==> config.mk <==
export PLATFORM = sky130hd
export DESIGN_NAME = tccs_front
export DESIGN_NICKNAME = d
export VERILOG_FILES = /design/src/rtl/tccs_pkg.sv /design/src/rtl/tccs_front.sv
export SDC_FILE = /design/constraint.sdc
export NUM_CORES = 1
export LEC_CHECK = 0
export BUFFER_PORTS_ARGS = -buffer_cell sky130_fd_sc_hd__buf_2
export CORE_MARGIN = 2
export CORE_UTILIZATION = 45
export CTS_BUF_LIST = sky130_fd_sc_hd__clkbuf_8 sky130_fd_sc_hd__clkbuf_16
export DETAILED_ROUTE_END_ITERATION = 7
export PLACE_DENSITY_LB_ADDON = 0.25
export SLEW_MARGIN = 30
export SYNTH_ARGS = -nofsm -noshare
export SYNTH_HDL_FRONTEND = slang
export SYNTH_SLANG_ARGS = --single-unit
==> constraint.sdc <==
create_clock -name clk -period 4.4 [get_ports clk]
set_input_delay 0.88 -clock clk [delete_from_list [all_inputs] [get_ports clk]]
set_output_delay 0.88 -clock clk [all_outputs]
set_load 0.01 [all_outputs]
==> src/rtl/tccs_pkg.sv <==
// ----------------------------------------------------------------------------
// tccs_pkg
// Shared constants, command and result types for the text console engine.
// ----------------------------------------------------------------------------
package tccs_pkg;

	// screen geometry
	localparam int COLUMNS   = 80;
	localparam int ROWS      = 25;
	localparam int TAB_WIDTH = 4;
	localparam int CELLS     = COLUMNS * ROWS;

	// derived widths
	localparam int ADDR_W = $clog2(CELLS);
	localparam int COL_W  = $clog2(COLUMNS);
	localparam int ROW_W  = $clog2(ROWS + 1);

	// port field widths
	localparam int OP_W   = 2;
	localparam int CHAR_W = 8;
	localparam int ATTR_W = 8;
	localparam int POS_W  = 11;

	// character codes
	localparam logic [CHAR_W-1:0] CH_TAB   = 8'd9;
	localparam logic [CHAR_W-1:0] CH_LF    = 8'd10;
	localparam logic [CHAR_W-1:0] CH_CR    = 8'd13;
	localparam logic [CHAR_W-1:0] CH_SPACE = 8'd32;
	localparam logic [CHAR_W-1:0] CH_NUL   = 8'd0;

	// fill colour after reset: black background, light grey text
	localparam logic [ATTR_W-1:0] FILL_RESET = 8'h07;

	// first cell of the bottom row
	localparam int LAST_ROW = CELLS - COLUMNS;

	// operation codes on the op port
	typedef enum logic [OP_W-1:0] {
		OP_PUT   = 2'd0,
		OP_CLEAR = 2'd1,
		OP_READ  = 2'd2
	} op_t;

	// classified command kinds
	typedef enum logic [2:0] {
		K_CHAR,
		K_LF,
		K_CR,
		K_TAB,
		K_CLEAR,
		K_READ,
		K_NOP
	} kind_t;

	// command from the front end to the engine
	typedef struct packed {
		kind_t              kind;
		logic [CHAR_W-1:0]  ch;
		logic [ADDR_W-1:0]  addr;
		logic               addr_ok;
	} cmd_t;

	// result item
	typedef struct packed {
		logic [POS_W-1:0]   cursor_pos;
		logic [CHAR_W-1:0]  cell_char;
		logic [ATTR_W-1:0]  cell_colour;
	} res_t;

	// engine sequencer states
	typedef enum logic [2:0] {
		ST_IDLE,
		ST_EXEC,
		ST_CHECK,
		ST_SCROLL,
		ST_FILL,
		ST_CLEAR,
		ST_RDWAIT,
		ST_RESULT
	} state_t;

endpackage

==> src/rtl/tccs_front.sv <==
// ----------------------------------------------------------------------------
// tccs_front
// Accepts input items, classifies them into commands and holds them in a
// two-entry command queue in front of the engine.
// ----------------------------------------------------------------------------
module tccs_front (
	input  logic                          clk,
	input  logic                          arst_n,
	input  logic                          push,
	output logic                          full,
	input  logic [tccs_pkg::OP_W-1:0]     op,
	input  logic [tccs_pkg::CHAR_W-1:0]   char_code,
	input  logic [tccs_pkg::POS_W-1:0]    cell_index,
	output tccs_pkg::cmd_t                cmd,
	output logic                          cmd_valid,
	input  logic                          cmd_pop
);
	import tccs_pkg::*;

	cmd_t       cls;
	cmd_t       slot_q [2];
	logic       wr_ptr_q;
	logic       rd_ptr_q;
	logic [1:0] count_q;
	logic       do_push;
	logic       do_pop;

	// classify the incoming item
	always_comb begin
		cls.ch      = char_code;
		cls.addr_ok = (cell_index < POS_W'(CELLS));
		cls.addr    = cls.addr_ok ? ADDR_W'(cell_index) : '0;
		unique case (op)
			OP_PUT: begin
				priority if (char_code == CH_LF)  cls.kind = K_LF;
				else if (char_code == CH_CR)      cls.kind = K_CR;
				else if (char_code == CH_TAB)     cls.kind = K_TAB;
				else                              cls.kind = K_CHAR;
			end
			OP_CLEAR: cls.kind = K_CLEAR;
			OP_READ:  cls.kind = K_READ;
			default:  cls.kind = K_NOP;
		endcase
	end

	// queue handshake
	assign full      = (count_q == 2'd2);
	assign cmd_valid = (count_q != 2'd0);
	assign do_push   = push && !full;
	assign do_pop    = cmd_pop && cmd_valid;
	assign cmd       = slot_q[rd_ptr_q];

	// queue storage
	always_ff @(posedge clk) begin
		if (do_push) begin
			slot_q[wr_ptr_q] <= cls;
		end
	end

	// queue pointers and fill level
	always_ff @(posedge clk or negedge arst_n) begin
		if (!arst_n) begin
			wr_ptr_q <= 1'b0;
			rd_ptr_q <= 1'b0;
			count_q  <= 2'd0;
		end else begin
			if (do_push) begin
				wr_ptr_q <= ~wr_ptr_q;
			end
			if (do_pop) begin
				rd_ptr_q <= ~rd_ptr_q;
			end
			count_q <= count_q + 2'(do_push) - 2'(do_pop);
		end
	end

endmodule

==> flow_summary.yaml, run 1 <==
run_status:
  run_status: "complete, no violations"
critical_path:
  path_delay_family: "flip-flops"
  crit_arrival_ps: 1570
  critical-path-slowest-cell: "sky130_fd_sc_hd__dfrtp_2"
  worst_setup_path_end_kind: "output pin"
  setup.worst_path.start_class: "flop"
  crit_type: "flop to output pin"
  timing.critical_path.cells: "mux2_2, buf_2"
  worst-endpoint-required_ps: 3520
  crit_path_max_fanout: 24
  crit_path_max_incr_delay_ps: 740
  timing.critical_path.buf_inv: 1
global_routing:
  pin_count_of_the_biggest_net_entering_global_routing: 25
  grt_pass1_vias: 1218
  global_route_total_overflow: 0
  grt_pass1_wl_mm: 5.706
  grtUsageTotal: 0.1507
  initial_antenna_violation_count: 0
cts:
  cts_max_path_buffers: 2
  cts_inserted_buffers: 5
  clk-insertion-delay-late_ps: 290
  htree_levels: 2
  cts_hold_buf: 0
  clock_edge_transition_at_the_registers_on_the_reported_setup_and_hold_paths_ps: 80
  postCtsSetupRepairBufs: 0
  tritoncts: "built"
  clock-sinks: 50
  cts.root.buffer_cell: "sky130_fd_sc_hd__clkbuf_8"
  cts_resizes: 0
sta:
  max_clock_freq_mhz: 407.4
  timing.final.crit_share: 0.5579
  fin_crit_ps: 2455
  totalNegativeSetupSlack_ps: 0
  hold_violations: 0
  slew_viol_final: 0
  rsz0062_at_grt: "false"
  setup_viol_count_final: 0
  slew-limit-headroom: 0.5048
  fin_hold_ws_ps: 378.6
  transition_time_at_the_pin_with_the_least_slew_margin_ps: 740.1
  fin_worst_skew_ps: 8.270
synth:
  synth_top_family_by_area: "multiplexers"
  postSynthNetCount: 147
  ys_seq_elements: 50
  yosysWarningCount: 0
  ys.flop_type: "sky130_fd_sc_hd__edfxtp_1"
  netlist_area_sq_mm: 0.002064
  synth_fa_ha_area_frac: 0.02424
  muxShareOfSynthArea: 0.1255
  synth_top_area_share: 0.6691
  synth-compound-area-share: 0.01636
  synth_xor_xnor_area_share: 0.02121
  synth_enable_flop_cells: 46
  synthDistinctLibCells: 23
  simple_gate_portion_of_the_synthesized_area: 0.06667
  yosysTopAreaCell: "sky130_fd_sc_hd__edfxtp_1"
  syn-instance-count: 118
  synthArstFlopShare: 0.08000
  synth.area.top_cells: "sky130_fd_sc_hd__edfxtp_1 (67%), sky130_fd_sc_hd__mux2_2 (13%), sky130_fd_sc_hd__dfrtp_1 (4.8%)"
  synth_sequential_area_ratio: 0.7176
  synth.avg_cell_area_sq_um: 17.50
detailed_routing:
  detailedRoute.firstPassIterationCount: 3
  drt-initial-drc-count: 53
  drt-vias-per-instance: 5.049
  wl_mm: 3.497
  drc_errors: 0
  antenna_violating_nets_post_route: 0
  route.vias.total: 1131
  routedWlPerCell_um: 15.61
place:
  routabilityCongestion: 0.7658
  hpwl_mm: 2.421
  number_of_i_o_port_buffers: 49
finish:
  area_of_the_multi_input_gates_sq_um: 528.0
  antennaDiodeCount: 0
  fill_count: 371
  nets: 200
  syn_to_final_growth_pct: 17.94
  register_area_sq_mm: 0.001483
  post_route_cells_drive_above_1_share: 0.4942
floorplanning:
  fp.coreArea_sq_mm: 0.004384
  io-pin-count: 50
  start_util: 0.4709
  die_width_um: 71.73
  std_cell_rows: 24
  die_area_sq_mm: 0.005145
  chip_height_um: 71.73
pwr:
  switchingPower_w: 0.0004241
  power.switching_fraction: 0.3017
  leakagePower_nw: 0.9400
  pwr-share-clk: 0.172
  pwr_density_cell_mw_per_mm2: 577.3
  irDropWorstVdd_uv: 287.6
  pwr-share-seq: 0.518
  p_int_w: 0.0009814
  power.combinational.fraction: 0.310
job:
  maxCapViolCount: 0
hold_path:
  min_path_type: "input pin to asynchronous set/reset pin"
metrics by stage:
step / instances / total power (W) / setup slack [ps] / area [sq um] / util
floorplan: 118 / 0.001027 / 2040 / 2064 / -
global placement: 216 / 0.001167 / 1954 / 2352 / 0.5365
detailed placement: 216 / 0.001188 / 1912 / 2354 / 0.5368
CTS: 224 / 0.001434 / 1580 / 2434 / 0.5551
global route: 224 / 0.001494 / 1840 / 2435 / 0.5554
finish: 224 / 0.001406 / 1945 / 2435 / 0.5554
worst reg2reg max path, delay by kind of cell, from the launching register on:
kind,cells,cell delay (ps)
buffers and inverters,1,340
DFF,1,410
and+or+nand+nor,3,680
power by group through the flow:
stage	Sequential (W)	Combinational [W]	Clock, W
after CTS	0.000730	0.000449	0.000255
after detailed placement	0.000741	0.000447	0
after global routing	0.000745	0.000477	0.000272
after floorplan	0.000686	0.000341	0
after global placement	0.000735	0.000432	0
final	0.000728	0.000436	0.000241
sequential cells by signal, indices dropped and copies added, names as in the netlist:
name and count:
count_q 2, slot_q 46, wr_ptr_q 1, rd_ptr_q 1
worst paths after layout:
path | start | end | slack, ps | depth (start not counted)
min | arst_n | count_q[1] | 380 | 1
max | rd_ptr_q | cmd[10] | 1950 | 2
min in group clk | wr_ptr_q | wr_ptr_q | 510 | 1
max reg2reg | count_q[1] | slot_q[0][9] | 2650 | 4
min reg2reg | wr_ptr_q | wr_ptr_q | 510 | 1
max in group asynchronous | arst_n | rd_ptr_q | 3880 | 1
routing by layer:
metal | up-vias | GRT usage | routed length (um)
met5 | - | 0 | 0
met4 | 0 | 0.05031 | 50
met3 | 5 | 0.05345 | 200
met2 | 33 | 0.2582 | 1814
met1 | 556 | 0.1765 | 1431
li1 | 537 | - | -
synthesized netlist by cell type (2+ instances only):
cell type / n
sky130_fd_sc_hd__edfxtp_1: 46
sky130_fd_sc_hd__mux2_2: 23
sky130_fd_sc_hd__nor2b_1: 11
sky130_fd_sc_hd__inv_1: 7
sky130_fd_sc_hd__dfrtp_1: 4
sky130_fd_sc_hd__ha_1: 4
sky130_fd_sc_hd__xnor2_1: 4
sky130_fd_sc_hd__buf_2: 2
sky130_fd_sc_hd__buf_6: 2
sky130_fd_sc_hd__nor2_1: 2
cell type report:
| cell class | count | area share |
|---|---|---|
| clock buffers | 5 | 0.02826 |
| clock inverters | 3 | 0.004625 |
| inverters | 7 | 0.01079 |
| multi-input cells | 57 | 0.2169 |
| flip-flops and latches | 50 | 0.6089 |
| well taps | 52 | 0.02672 |
| repair buffers | 50 | 0.1038 |
layout by cell type (no fill, tap or decap), types with 3 or more instances in the layout:
master	Yosys	final
sky130_fd_sc_hd__buf_2	2	49
sky130_fd_sc_hd__edfxtp_1	46	46
sky130_fd_sc_hd__mux2_2	23	23
sky130_fd_sc_hd__nor2b_1	11	11
sky130_fd_sc_hd__inv_1	7	9
sky130_fd_sc_hd__clkbuf_8	0	5
sky130_fd_sc_hd__xnor2_1	4	4
sky130_fd_sc_hd__ha_1	4	4
sky130_fd_sc_hd__dfrtp_1	4	3
logic make-up after synthesis:
family,count (synthesis)
buffers and inverters,11
AOI/OAI and AO/OA,3
adders and majority gates,4
muxes,23
xor gates and xnor gates,5
and+or+nand+nor,22
DFF,50
No activity file was read; power rests on OpenSTA's default activity.
==> run 2, diff against run 1 <==
clock period = 2.12 ns   (was 4.4 ns; I/O delays follow)
==> run 2 against run 1 <==
First-iteration DRC count is 15% lower. Clock skew is 1.7 ps lower. Hold slack worse by 50 ps. Non-clock buffer count is 5 higher. Setup slack worse by 1700 ps. Final area is 1.6% higher. Sequential cell count stayed put. Combinational power is 140% higher. Critical endpoint is now cmd[7]. Wire length is 1.3% lower. Global-route usage hardly changed. Core utilization is 0.88 points higher.
==> flow_summary.yaml, run 2 (synthesis gave the netlist of run 1 again) <==
run_status:
  run_status: "complete, no violations"
critical_path:
  crit-reg2reg-capture: "count_q[1]"
  crit_type: "flop to output pin"
  setup.worst_path.start_class: "flop"
  crit_arrival_ps: 1410
  worst-r2r-cell-count: 7
  crit_path_max_fanout: 15
  worst_setup_path_end_kind: "output pin"
  worst-endpoint-required_ps: 1700
  register_to_register_setup_slack_ps: 340
  critical_path.reg2reg.startpoint: "count_q[1]"
pwr:
  pwr_density_cell_mw_per_mm2: 1199
  switchingPower_w: 0.0008946
  irDropWorstVdd_uv: 656.0
  power.switching_fraction: 0.3017
  power.combinational.fraction: 0.347
  pwr-share-clk: 0.172
  leakagePower_nw: 0.9644
  pwr-share-seq: 0.481
  power_w: 0.002965
  p_int_w: 0.002070
global_routing:
  grtUsageTotal: 0.1507
  pin_count_of_the_biggest_net_entering_global_routing: 24
  grt_pass1_vias: 1242
  global_route_total_overflow: 0
  grt_pass1_wl_mm: 5.630
  initial_antenna_violation_count: 0
cts:
  htree_levels: 2
  tritoncts: "built"
  cts.root.buffer_cell: "sky130_fd_sc_hd__clkbuf_8"
  clock_edge_transition_at_the_registers_on_the_reported_setup_and_hold_paths_ps: 90
  postCtsSetupRepairBufs: 0
  clock-sinks: 50
  cts_max_path_buffers: 2
  cts_inserted_buffers: 5
  clk-insertion-delay-late_ps: 300
finish:
  final_common_cell: "sky130_fd_sc_hd__buf_2"
  syn_to_final_growth_pct: 19.82
  fill_count: 365
  final_util: 0.5642
  top_register: "slot_q"
  layout_common_cells: "sky130_fd_sc_hd__buf_2 (49), sky130_fd_sc_hd__edfxtp_1 (46), sky130_fd_sc_hd__mux2_2 (23)"
  post_route_cells_drive_above_1_share: 0.4972
  largest_register_ff_count: 46
  antennaDiodeCount: 0
  final_area_sq_mm: 0.002474
  nets: 205
  biggest_regs: "slot_q: 46 flops, count_q: 2 flops"
detailed_routing:
  drc_errors: 0
  antenna_violating_nets_post_route: 0
  drt-vias-per-instance: 4.873
  drt-initial-drc-count: 45
  route.vias.total: 1116
  detailedRoute.firstPassIterationCount: 4
  routedWlPerCell_um: 15.07
  wl_mm: 3.451
sta:
  fin_crit_ps: 1832
  rsz0062_at_grt: "false"
  totalNegativeSetupSlack_ps: 0
  slew-limit-headroom: 0.7830
  transition_time_at_the_pin_with_the_least_slew_margin_ps: 325.5
  slew_viol_final: 0
  setup_viol_count_final: 0
  hold_violations: 0
  timing.final.crit_share: 0.8643
  worst_case_setup_margin_in_the_final_layout_ps: 287.7
  max_clock_freq_mhz: 545.8
  fin_worst_skew_ps: 6.558
hold_path:
  holdPathEnd: "slot_q[0][14]"
  timing.hold.worst.start: "char_code[2]"
  hold_path_depth: 1
  min_path_type: "input pin to flop"
floorplanning:
  start_util: 0.4709
  std_cell_rows: 24
  fp.coreArea_sq_mm: 0.004384
  chip_height_um: 71.73
  die_area_sq_mm: 0.005145
  io-pin-count: 50
  die_width_um: 71.73
place:
  hpwl_mm: 2.436
  routabilityCongestion: 0.7730
  placement.setup.worst_slack_ps: 373.4
  placedInstanceArea_sq_mm: 0.002382
  number_of_i_o_port_buffers: 49
job:
  maxCapViolCount: 0
[run 2: how the worst max path moves through the flow]
stage	slack (ps)	end	startpoint	cells past startpoint
finish	290	cmd[7]	rd_ptr_q	3
global route	230	cmd[7]	rd_ptr_q	3
floorplan	150	slot_q[0][0]	count_q[1]	3
CTS	260	cmd[7]	rd_ptr_q	3
detailed placement	370	count_q[1]	count_q[1]	7
global placement	500	count_q[1]	count_q[1]	7
[run 2: per-layer routing]
layer,vias up,part of all wire,track usage
met1,527,0.39,0.1624
met4,0,0.018,0.09015
met2,38,0.53,0.2582
met3,6,0.065,0.04782
li1,545,-,-
met5,-,0,0
[run 2: critical path, stage by stage, from the launching register on]
cell and delay [ps]:
sky130_fd_sc_hd__dfrtp_1 350, sky130_fd_sc_hd__buf_4 240, sky130_fd_sc_hd__mux2_2 370, sky130_fd_sc_hd__buf_2 140
[run 2: through the flow]
step / instances / hold WS [ps]
after floorplan: 118 / 128.4
after global placement: 220 / 230.6
after detailed placement: 220 / 238.6
after CTS: 229 / 317.9
after global routing: 229 / 316.3
final: 229 / 328.4
[run 2: cell type report]
type | count | area, sq um | share of cell area
timing repair buffer | 55 | 292.8 | 0.1184
tap | 52 | 65.06 | 0.02630
multi-input combinational | 57 | 526.8 | 0.2129
clock buffer | 5 | 68.82 | 0.02782
clock inverter | 3 | 12.51 | 0.005058
inverter | 7 | 26.28 | 0.01062
sequential | 50 | 1481 | 0.5989
[run 2: timing repair]
item,4_1_cts,5_1_grt
hold buffers,1,0
endpoints found under the hold margin,4,0
gates resized for setup,0,0
[run 2: power groups by stage]
stage	clock (W)	combinational (W)	sequential [W]
2_1_floorplan	0	0.000708	0.00142
3_3_place_gp	0	0.00102	0.00143
3_5_place_dp	0	0.00105	0.00145
4_1_cts	0.000531	0.00106	0.00143
5_1_grt	0.000572	0.00113	0.00145
6_report	0.000511	0.00103	0.00142
