<file path="src/rtl/tccs_pkg.sv">
// ----------------------------------------------------------------------------
// tccs_pkg
// Shared constants, command and result types for the text console engine.
// ----------------------------------------------------------------------------
package tccs_pkg;

	// screen geometry
	localparam int COLUMNS   = 80;
	localparam int ROWS      = 25;
	localparam int TAB_WIDTH = 4;
	localparam int CELLS     = COLUMNS * ROWS;

	// derived widths
	localparam int ADDR_W = $clog2(CELLS);
	localparam int COL_W  = $clog2(COLUMNS);
	localparam int ROW_W  = $clog2(ROWS + 1);

	// port field widths
	localparam int OP_W   = 2;
	localparam int CHAR_W = 8;
	localparam int ATTR_W = 8;
	localparam int POS_W  = 11;

	// character codes
	localparam logic [CHAR_W-1:0] CH_TAB   = 8'd9;
	localparam logic [CHAR_W-1:0] CH_LF    = 8'd10;
	localparam logic [CHAR_W-1:0] CH_CR    = 8'd13;
	localparam logic [CHAR_W-1:0] CH_SPACE = 8'd32;
	localparam logic [CHAR_W-1:0] CH_NUL   = 8'd0;

	// fill colour after reset: black background, light grey text
	localparam logic [ATTR_W-1:0] FILL_RESET = 8'h07;

	// first cell of the bottom row
	localparam int LAST_ROW = CELLS - COLUMNS;

	// operation codes on the op port
	typedef enum logic [OP_W-1:0] {
		OP_PUT   = 2'd0,
		OP_CLEAR = 2'd1,
		OP_READ  = 2'd2
	} op_t;

	// classified command kinds
	typedef enum logic [2:0] {
		K_CHAR,
		K_LF,
		K_CR,
		K_TAB,
		K_CLEAR,
		K_READ,
		K_NOP
	} kind_t;

	// command from the front end to the engine
	typedef struct packed {
		kind_t              kind;
		logic [CHAR_W-1:0]  ch;
		logic [ADDR_W-1:0]  addr;
		logic               addr_ok;
	} cmd_t;

	// result item
	typedef struct packed {
		logic [POS_W-1:0]   cursor_pos;
		logic [CHAR_W-1:0]  cell_char;
		logic [ATTR_W-1:0]  cell_colour;
	} res_t;

	// engine sequencer states
	typedef enum logic [2:0] {
		ST_IDLE,
		ST_EXEC,
		ST_CHECK,
		ST_SCROLL,
		ST_FILL,
		ST_CLEAR,
		ST_RDWAIT,
		ST_RESULT
	} state_t;

endpackage

</file>
<file path="src/rtl/tccs_resq.sv">
// ----------------------------------------------------------------------------
// tccs_resq
// Two-entry result queue between the engine and the result port.
// ----------------------------------------------------------------------------
module tccs_resq (
	input  logic           clk,
	input  logic           arst_n,
	input  logic           res_push,
	output logic           res_full,
	input  tccs_pkg::res_t res_in,
	output logic           empty,
	input  logic           pop,
	output tccs_pkg::res_t res_out
);
	import tccs_pkg::*;

	res_t       slot_q [2];
	logic       wr_ptr_q;
	logic       rd_ptr_q;
	logic [1:0] count_q;
	logic       do_push;
	logic       do_pop;

	// handshake
	assign res_full = (count_q == 2'd2);
	assign empty    = (count_q == 2'd0);
	assign do_push  = res_push && !res_full;
	assign do_pop   = pop && !empty;
	assign res_out  = slot_q[rd_ptr_q];

	// storage
	always_ff @(posedge clk) begin
		if (do_push) begin
			slot_q[wr_ptr_q] <= res_in;
		end
	end

	// pointers and fill level
	always_ff @(posedge clk or negedge arst_n) begin
		if (!arst_n) begin
			wr_ptr_q <= 1'b0;
			rd_ptr_q <= 1'b0;
			count_q  <= 2'd0;
		end else begin
			if (do_push) begin
				wr_ptr_q <= ~wr_ptr_q;
			end
			if (do_pop) begin
				rd_ptr_q <= ~rd_ptr_q;
			end
			count_q <= count_q + 2'(do_push) - 2'(do_pop);
		end
	end

endmodule

</file>
<file path="config.mk">
export PLATFORM = sky130hd
export DESIGN_NAME = tccs_resq
export DESIGN_NICKNAME = d
export VERILOG_FILES = /design/src/rtl/tccs_pkg.sv /design/src/rtl/tccs_resq.sv
export SDC_FILE = /design/constraint.sdc
export NUM_CORES = 1
export LEC_CHECK = 0
export BUFFER_PORTS_ARGS = -buffer_cell sky130_fd_sc_hd__clkbuf_2
export CAP_MARGIN = 40
export CORE_UTILIZATION = 55
export DETAILED_ROUTE_END_ITERATION = 8
export GPL_TIMING_DRIVEN = 0
export PLACE_DENSITY_LB_ADDON = 0.08
export REMOVE_ABC_BUFFERS = 1
export SLEW_MARGIN = 10
export SYNTH_ARGS = -nofsm -noshare
export SYNTH_HDL_FRONTEND = slang
export SYNTH_SLANG_ARGS = --single-unit
export TNS_END_PERCENT = 50
</file>
<file path="constraint.sdc">
create_clock -name clk -period 3.3 [get_ports clk]
set_input_delay 0 -clock clk [delete_from_list [all_inputs] [get_ports clk]]
set_output_delay 0 -clock clk [all_outputs]
set_load 0.02 [all_outputs]
</file>
==> results of run 1 <==
[cells by family after synthesis]
kind of cell,count (synthesis),share of synthesized area (%)
adder cells (fa/ha/maj),2,1.11
flip-flops,58,76.6
AND/OR/NAND/NOR,6,1.45
multiplexers,27,16.7
buffers and inverters,5,2.62
XOR/XNOR,4,1.56
[per-layer routing]
layer / vias to the layer above / track usage (%) / routed length [um]
met4: 0 / 13.6 / 99
met1: 592 / 21.2 / 1390
met3: 11 / 6.38 / 199
li1: 583 / - / -
met2: 47 / 35.7 / 2110
met5: - / 0 / 0
[metrics by stage]
step	worst slack, ns	util [%]	power, mW	std cells
6_report	1.46	79.4	2.57	251
5_1_grt	1.40	79.4	2.70	251
4_1_cts	1.44	79.4	2.58	251
3_5_place_dp	1.62	67.8	2.02	207
3_3_place_gp	0.601	67.2	1.98	206
2_1_floorplan	1.15	-	1.75	99
[final cells by class]
cell class / instances / share of cell area [%]
clock buffers: 16 / 5.31
well taps: 48 / 1.99
flip-flops and latches: 58 / 57.1
multi-input cells: 39 / 15.8
repair buffers: 88 / 19.6
inverters: 2 / 0.249
[sequential cells by signal (all words and copies together), names as in the netlist]
register	flops
count_q	2
rd_ptr_q	1
slot_q	54
wr_ptr_q	1
[worst max path at each step]
stage	from	end	cells past startpoint
floorplan	count_q[1]	slot_q[0][0]	3
global placement	count_q[1]	slot_q[0][2]	3
detailed placement	count_q[1]	slot_q[0][24]	3
CTS	rd_ptr_q	res_out[3]	2
global route	rd_ptr_q	res_out[3]	2
finish	rd_ptr_q	res_out[3]	2
[power by group through the flow]
stage          combinational (mW)  sequential, mW  clock, mW
5_1_grt                     0.940            1.17      0.582
3_5_place_dp                0.848            1.17          0
2_1_floorplan               0.617            1.13          0
4_1_cts                     0.878            1.16      0.545
6_report                    0.872            1.16      0.540
3_3_place_gp                0.822            1.16          0
[worst register-to-register path: cells and delay by family (launching register included)]
kind | cells | cell delay (ns)
DFF | 1 | 0.42
and+or+nand+nor | 3 | 0.91
[repair_timing]
item / in CTS / in global routing
hold buffers: 28 / 0
buffers inserted: 0 / 0
hold endpoints to repair: 58 / 0
[cell usage in the layout, fill, tap and decap left out, drive strengths merged, types with 2 or more instances in the layout]
| cell type | Yosys | layout |
|---|---|---|
| dfrtp | 4 | 4 |
| ha | 2 | 2 |
| xnor2 | 3 | 3 |
| clkbuf | 0 | 75 |
| dlygate4sd3 | 0 | 28 |
| mux2 | 27 | 27 |
| nor2 | 2 | 2 |
| inv | 2 | 2 |
| edfxtp | 54 | 54 |
==> run summary, run 1 <==
The flow ran to the end, and the final reports show no timing, DRC or antenna violations. The switching power is roughly 840 uW. The count of cells resized by post-cts repair is 0. The number of sinks driven by the clock tree is 58. The area enclosed by the die boundary is ~4300 um^2. Fill cells in the final layout number 219.

The number of detailed-routing iterations run before antenna repair is 4. In this run the cell area of the synthesized design comes to 2250 um^2. The average size of a mapped cell is 22.0 um^2. The final worst clock skew is ~0.0084 ns.

The number of H-tree levels is 3. The overall die height came out at between 60 and 70 um. The most frequent cell after synthesis is sky130_fd_sc_hd__edfxtp_1. The routed design has 3800 um of wire. The Yosys step of the flow raised 0 warnings. The critical path buffer and inverter count came out at 1. Walking the worst path, the cells encountered are mux2_2, clkbuf_2. For this run the aggregate overflow at the end of global routing stands at 0. The via count of the first global-routing pass is between 1k and 1.5k.

The number of buffers created by CTS came out at 9. The classification of the worst-slack hold path is primary input to asynchronous set/reset pin. The floorplan step set the die width to about 66 um. During placement, the flow inserted port buffers numbering about 60.

The cell sitting at the root of the clock tree is a sky130_fd_sc_hd__clkbuf_8. The count of nets left with antenna violations after detail routing came out at 0. The number of distinct library cells after synthesis is 15.

The startpoint identified for the worst register-to-register timing path is count_q[1]. The sequential group share of total power came out at 45.0%. Among cell families on the critical path, the largest total delay comes from flip-flops. The routed via count came out at 1233.

The first global-routing pass estimated ~6000 um of wire. The total global-route track usage came out at around a fifth. The worst hold-check slack came out at between 0.009 and 0.01 ns.

The type of element capturing the critical path is an output port. The total core area came out at approximately 3800 um^2. Entering global routing, the biggest net connects 29 pins. The maximum fanout count along the critical path came out at 28. Derived from the worst setup path, the maximum achievable clock frequency is 0.545 GHz.

The worst reg-to-reg setup slack is roughly 1.6 ns. The internal portion of total power is 1.73 mW. The per-cell via count in the routed design came out at ~4.9. Ranked by total cell area, the synthesized netlist is headed by sky130_fd_sc_hd__edfxtp_1 (72%), sky130_fd_sc_hd__mux2_4 (13%), sky130_fd_sc_hd__dfrtp_1 (4.5%). The reg-to-reg endpoint is slot_q[0][5]. For this run, the register share of the synthesized area comes to 76.6%. The multi-input combinational cell area is approximately 480 um^2. The total negative slack came out at 0 ns. After detailed routing, the number of remaining DRC violations is 0. The count of pins over their slew limit came to 0.

The number of hold-slack violations in the final timing report is 0. The initial antenna violation count came out at 0. TritonCTS built the clock tree. The clock-pin slew on the worst setup and hold paths came out at about 0.050 ns. The worst endpoint data arrival time is approximately 1.8 ns. The slowest stage of the critical path belongs to the cell sky130_fd_sc_hd__dfrtp_2. The worst slew margin relative to its limit is between 40% and 50%. The required time of the worst setup path is 3.30 ns. Net switching is about 33% of the power. The sequential cells in the finished layout cover a total of 1720 um^2. The count of flip-flops with a built-in enable after synthesis is 54. The share of post-route cells with drive strength above 1 is 49.3%. The number of nets in the finished design is 231. Setup violations remaining at the end of the flow were counted as 0.

For this run, asynchronously set or reset flops after synthesis account for under 10%. The peak supply drop came out at between 0.0006 and 0.0007 V. The leakage power total came out at ~1.2 nW. The congestion estimate from routability-driven global placement came to 0.618. The area growth from synthesis to layout is 34.2%. The power per standard cell area came out at roughly 850 nW/um^2. After detailed routing, the average wire length per cell comes to 15.1 um. The worst setup path is of the register to output port kind. STA classifies the critical path startpoint as a register. The post-detailed-placement half-perimeter wirelength is roughly 2200 um. The total inserted antenna cells is 0. The clock period minus final worst setup slack came out at 1.84 ns. The cell row count is 22. The I/O pin count came out at 60. The count of state elements after synthesis is 58. The synthesized design spends more area on one cell type than any other, namely sky130_fd_sc_hd__edfxtp_1.

For the pin with the worst max-slew slack, the measured transition is a little over 0.8 ns. In this design, the stage delay of the slowest critical-path cell is between 0.9 and 1 ns. The number of maximum-capacitance constraint violations came out at 0. The maximum number of buffers from clock root to sink came out at 2. The combinational group share of total power came out at around 34%. The commonest cells after synthesis are sky130_fd_sc_hd__edfxtp_1 (54), sky130_fd_sc_hd__mux2_4 (19), sky130_fd_sc_hd__mux2_2 (8). The area share of the leading cell type in the synthesized netlist came out at slightly above 70%. The clock latency of the later-clocked register in the worst-skew pair is ~0.34 ns.

The violation count after the first detailed-route iteration is between 100 and 150. Setup repair after global routing left no endpoint under its margin. In the synthesized netlist, the number of instances is 102.

The dominant synthesized flop cell is sky130_fd_sc_hd__edfxtp_1. The standard cell area after detailed placement is 2580 um^2. Dividing the final minimum period by the clock period gives between 50 and 60%. The clock network is responsible for around a fifth of the overall power. With fillers left out, the area of the finished cells amounts to 3020 um^2. The number of cells traversed by the worst register-to-register path came out at 3. The effective utilization at floorplan came out at between 50% and 60%.
Note: power is estimated with default switching activity, not from simulation.
==> inputs of run 2 (changes only) <==
CORE_UTILIZATION = 51   (was 55)
clock period = 1.8 ns   (was 3.3 ns; I/O delays follow)
==> run summary, run 2 (synthesis gave the netlist of run 1 again) <==
The per-cell via count in the routed design came out at 4.79 (-2.6%). The cell row count is 23 (+4.5%). The total of endpoints with negative setup slack in the final report came out at 0 (unchanged).

The power per standard cell area is 1560 nW/um^2 (+84%). The number of sinks driven by the clock tree is 58 (unchanged). The setup slack at placement came out at 0.104 ns (-1.51 ns). The worst slew margin relative to its limit came out at 47.8% (+3.0 points). The multi-input combinational cell area came to 478 um^2 (+0.53%). The fraction of met2 tracks used by global routing is 28.9% (-6.8 points). The slew of the pin with the lowest slew margin is 0.781 ns (-0.0473 ns). TritonCTS built the clock tree. The worst reg-to-reg setup slack is 0.13 ns (-1.46 ns). The library cells used most frequently in the layout, excluding fill and tap cells, are sky130_fd_sc_hd__clkbuf_2 (59), sky130_fd_sc_hd__edfxtp_1 (54), sky130_fd_sc_hd__dlygate4sd3_1 (28). The peak clock frequency supported by timing came out at roughly 0.6 GHz. The pin count of the biggest net entering global routing came out at 29 (unchanged).

The peak supply drop came out at 0.00131 V (+90%). The flip-flop count of the largest register, all copies and words added came to 54 (unchanged). After global routing, the most crowded layer is met2. The path type of the worst setup path is register to register. The library cell used most frequently in the layout, excluding fill and tap cells, is sky130_fd_sc_hd__clkbuf_2. The clock latency of the later-clocked register in the worst-skew pair is 0.31 ns (-0.03 ns). The area enclosed by the die boundary is 4680 um^2 (+7.6%). In this run the critical register-to-register path is launched from count_q[1]. The routed wirelength normalized by instance count is 13.8 um (-9.1%).

The total core area was 4120 um^2 (+8.3%). The flow ran to the end, and the final reports show no timing, DRC or antenna violations. The final weighted congestion of routability-driven global placement was 0.686 (+11%). The number of cells traversed by the worst register-to-register path was 3 (unchanged).

The maximum fanout count along the critical path is 15 (-46%). The total inserted antenna cells came to 0 (unchanged). The maximum number of buffers from clock root to sink is 2 (unchanged). More flip-flops sit in one register than any other, and that register is slot_q.

The number of nets in the finished design was 231 (unchanged). The number of buffers added for setup after CTS was 0 (unchanged). The overall die height is 68.4 um (+3.7%). The effective utilization at floorplan came to 54.6% (-4.6 points). The count of input and output buffers is 59 (unchanged).

From synthesis to final layout, the design area changed by 35.2%. The routed via count is 1211 (-1.8%). The tightest min-delay check is of the primary input to register type. The final worst clock skew came out at 0.00634 ns (-0.00209 ns). STA classifies the critical path startpoint as a register.

The share of post-route cells with drive strength above 1 came out at 49.8% (+0.49 points). The number of detailed-routing iterations run before antenna repair came out at 4 (unchanged). The type of element capturing the critical path is a register.

Walking the worst path, the cells encountered are nand2b_1, and3_1, buf_8. The violation count after the first detailed-route iteration came out at 69 (-44%). The worst hold-check slack is 0.000893 ns (-0.00843 ns). After layout, the minimum clock period comes to approximately 1.7 ns.

The horizontal extent of the die came out at 68.4 um (+3.7%). The met1 global-route usage came to 18.3% (-2.8 points). The hold path startpoint is res_push. The path with the worst hold slack has its endpoint at wr_ptr_q. The count of pins over their slew limit came to 0 (unchanged). The flip-flop and latch area came out at 1730 um^2 (+0.15%).

The worst endpoint data arrival time came out at 1.68 ns (-0.16 ns). The reg-to-reg endpoint is slot_q[1][23]. The clock-pin slew on the worst setup and hold paths came out at 0.06 ns (about the same). The total global-route track usage came out at 17.1% (-3.5 points). Setup repair after global routing left no endpoint under its margin.

The I/O pin count came out at 60 (unchanged). The biggest cell delay along the critical path is 0.59 ns (-0.32 ns). The global-route wire length before repair is 5440 um (-8.7%). The leakage power total came out at 1.25 nW (+0.70%). The count of nets left with antenna violations after detail routing was 0 (unchanged).

In the finished design, the share of the clock period the worst path needs comes to between 90 and 100%. The fraction of met3 tracks used by global routing is 5.83% (-0.55 points). The DRC violations left is 0 (unchanged). The number of H-tree levels came out at 3 (unchanged). The required time of the worst setup path came to 1.82 ns (-1.48 ns). The number of maximum-capacitance constraint violations came out at 0 (unchanged). The initial antenna violation count is 0 (unchanged).

Clock tree synthesis selected as its root buffer the cell sky130_fd_sc_hd__clkbuf_8. The number of buffers created by CTS came out at 9 (unchanged). The post-layout worst setup margin is 0.131 ns (-1.33 ns).

For this design, the slowest cell found on the critical path is sky130_fd_sc_hd__and3_1. The largest registers in the layout are slot_q (54), count_q (2). The via count of the first global-routing pass is 1237 (-4.2%). The hold-critical path depth is 3.

The final-layout fill cell count is 257 (+17%). The number of hold-slack violations in the final timing report is 0 (unchanged). The final wirelength came out at 3480 um (-8.4%). The residual overflow from global routing was 0 (unchanged).
run 2: cell types whose count changed in the layout (fill, tap and decap cells not counted), sizes merged:
cell and change:
bufinv +1, clkinv +4, clkbuf -5
run 2: report_power, final:
group / internal, mW / switching (mW)
registers: 1.86 / 0.253
logic: 0.762 / 0.814
clock network: 0.621 / 0.438
run 2: how the worst max path moves through the flow:
| stage | end | from |
|---|---|---|
| 2_1_floorplan | slot_q[0][0] | count_q[1] |
| 4_1_cts | slot_q[0][4] | count_q[1] |
| 3_5_place_dp | slot_q[0][24] | count_q[1] |
| 6_report | slot_q[1][23] | count_q[1] |
| 5_1_grt | slot_q[0][4] | count_q[0] |
| 3_3_place_gp | slot_q[0][24] | count_q[1] |
run 2: layer usage:
layer,vias up,share of wire [%]
met2,37,52
met5,-,0
met3,2,5.5
li1,586,-
met1,586,42
met4,0,0.66
run 2: area by class of cell:
| class | count | area share [%] |
|---|---|---|
| flip-flops and latches | 58 | 56.7 |
| repair buffers | 88 | 19.4 |
| multi-input cells | 39 | 15.7 |
| clock buffers | 11 | 4.32 |
| well taps | 50 | 2.06 |
| clock inverters | 5 | 1.48 |
| inverters | 2 | 0.247 |
run 2: timing repair:
action,in CTS,in global routing
hold buffers,28,0
resized for setup,1,1
setup endpoints to repair,6,27
endpoints found under the hold margin,58,0
pin swaps,0,0
run 2: critical path, delay by kind of cell (launching register included):
kind                   cells  cell delay, ns
buffers and inverters      1            0.25
AND/OR/NAND/NOR            2            0.72
flip-flops                 1            0.40
run 2: per-stage QoR:
step	instances	area (um^2)	utilization [%]	total power, mW	setup TNS, ns
detailed placement	209	2580	62.7	3.69	0
CTS	253	3040	73.8	4.79	0
floorplan	99	2200	-	3.20	-9.58
finish	253	3040	73.9	4.75	0
global placement	208	2550	62.1	3.64	-30.62
global route	253	3040	73.9	4.99	0
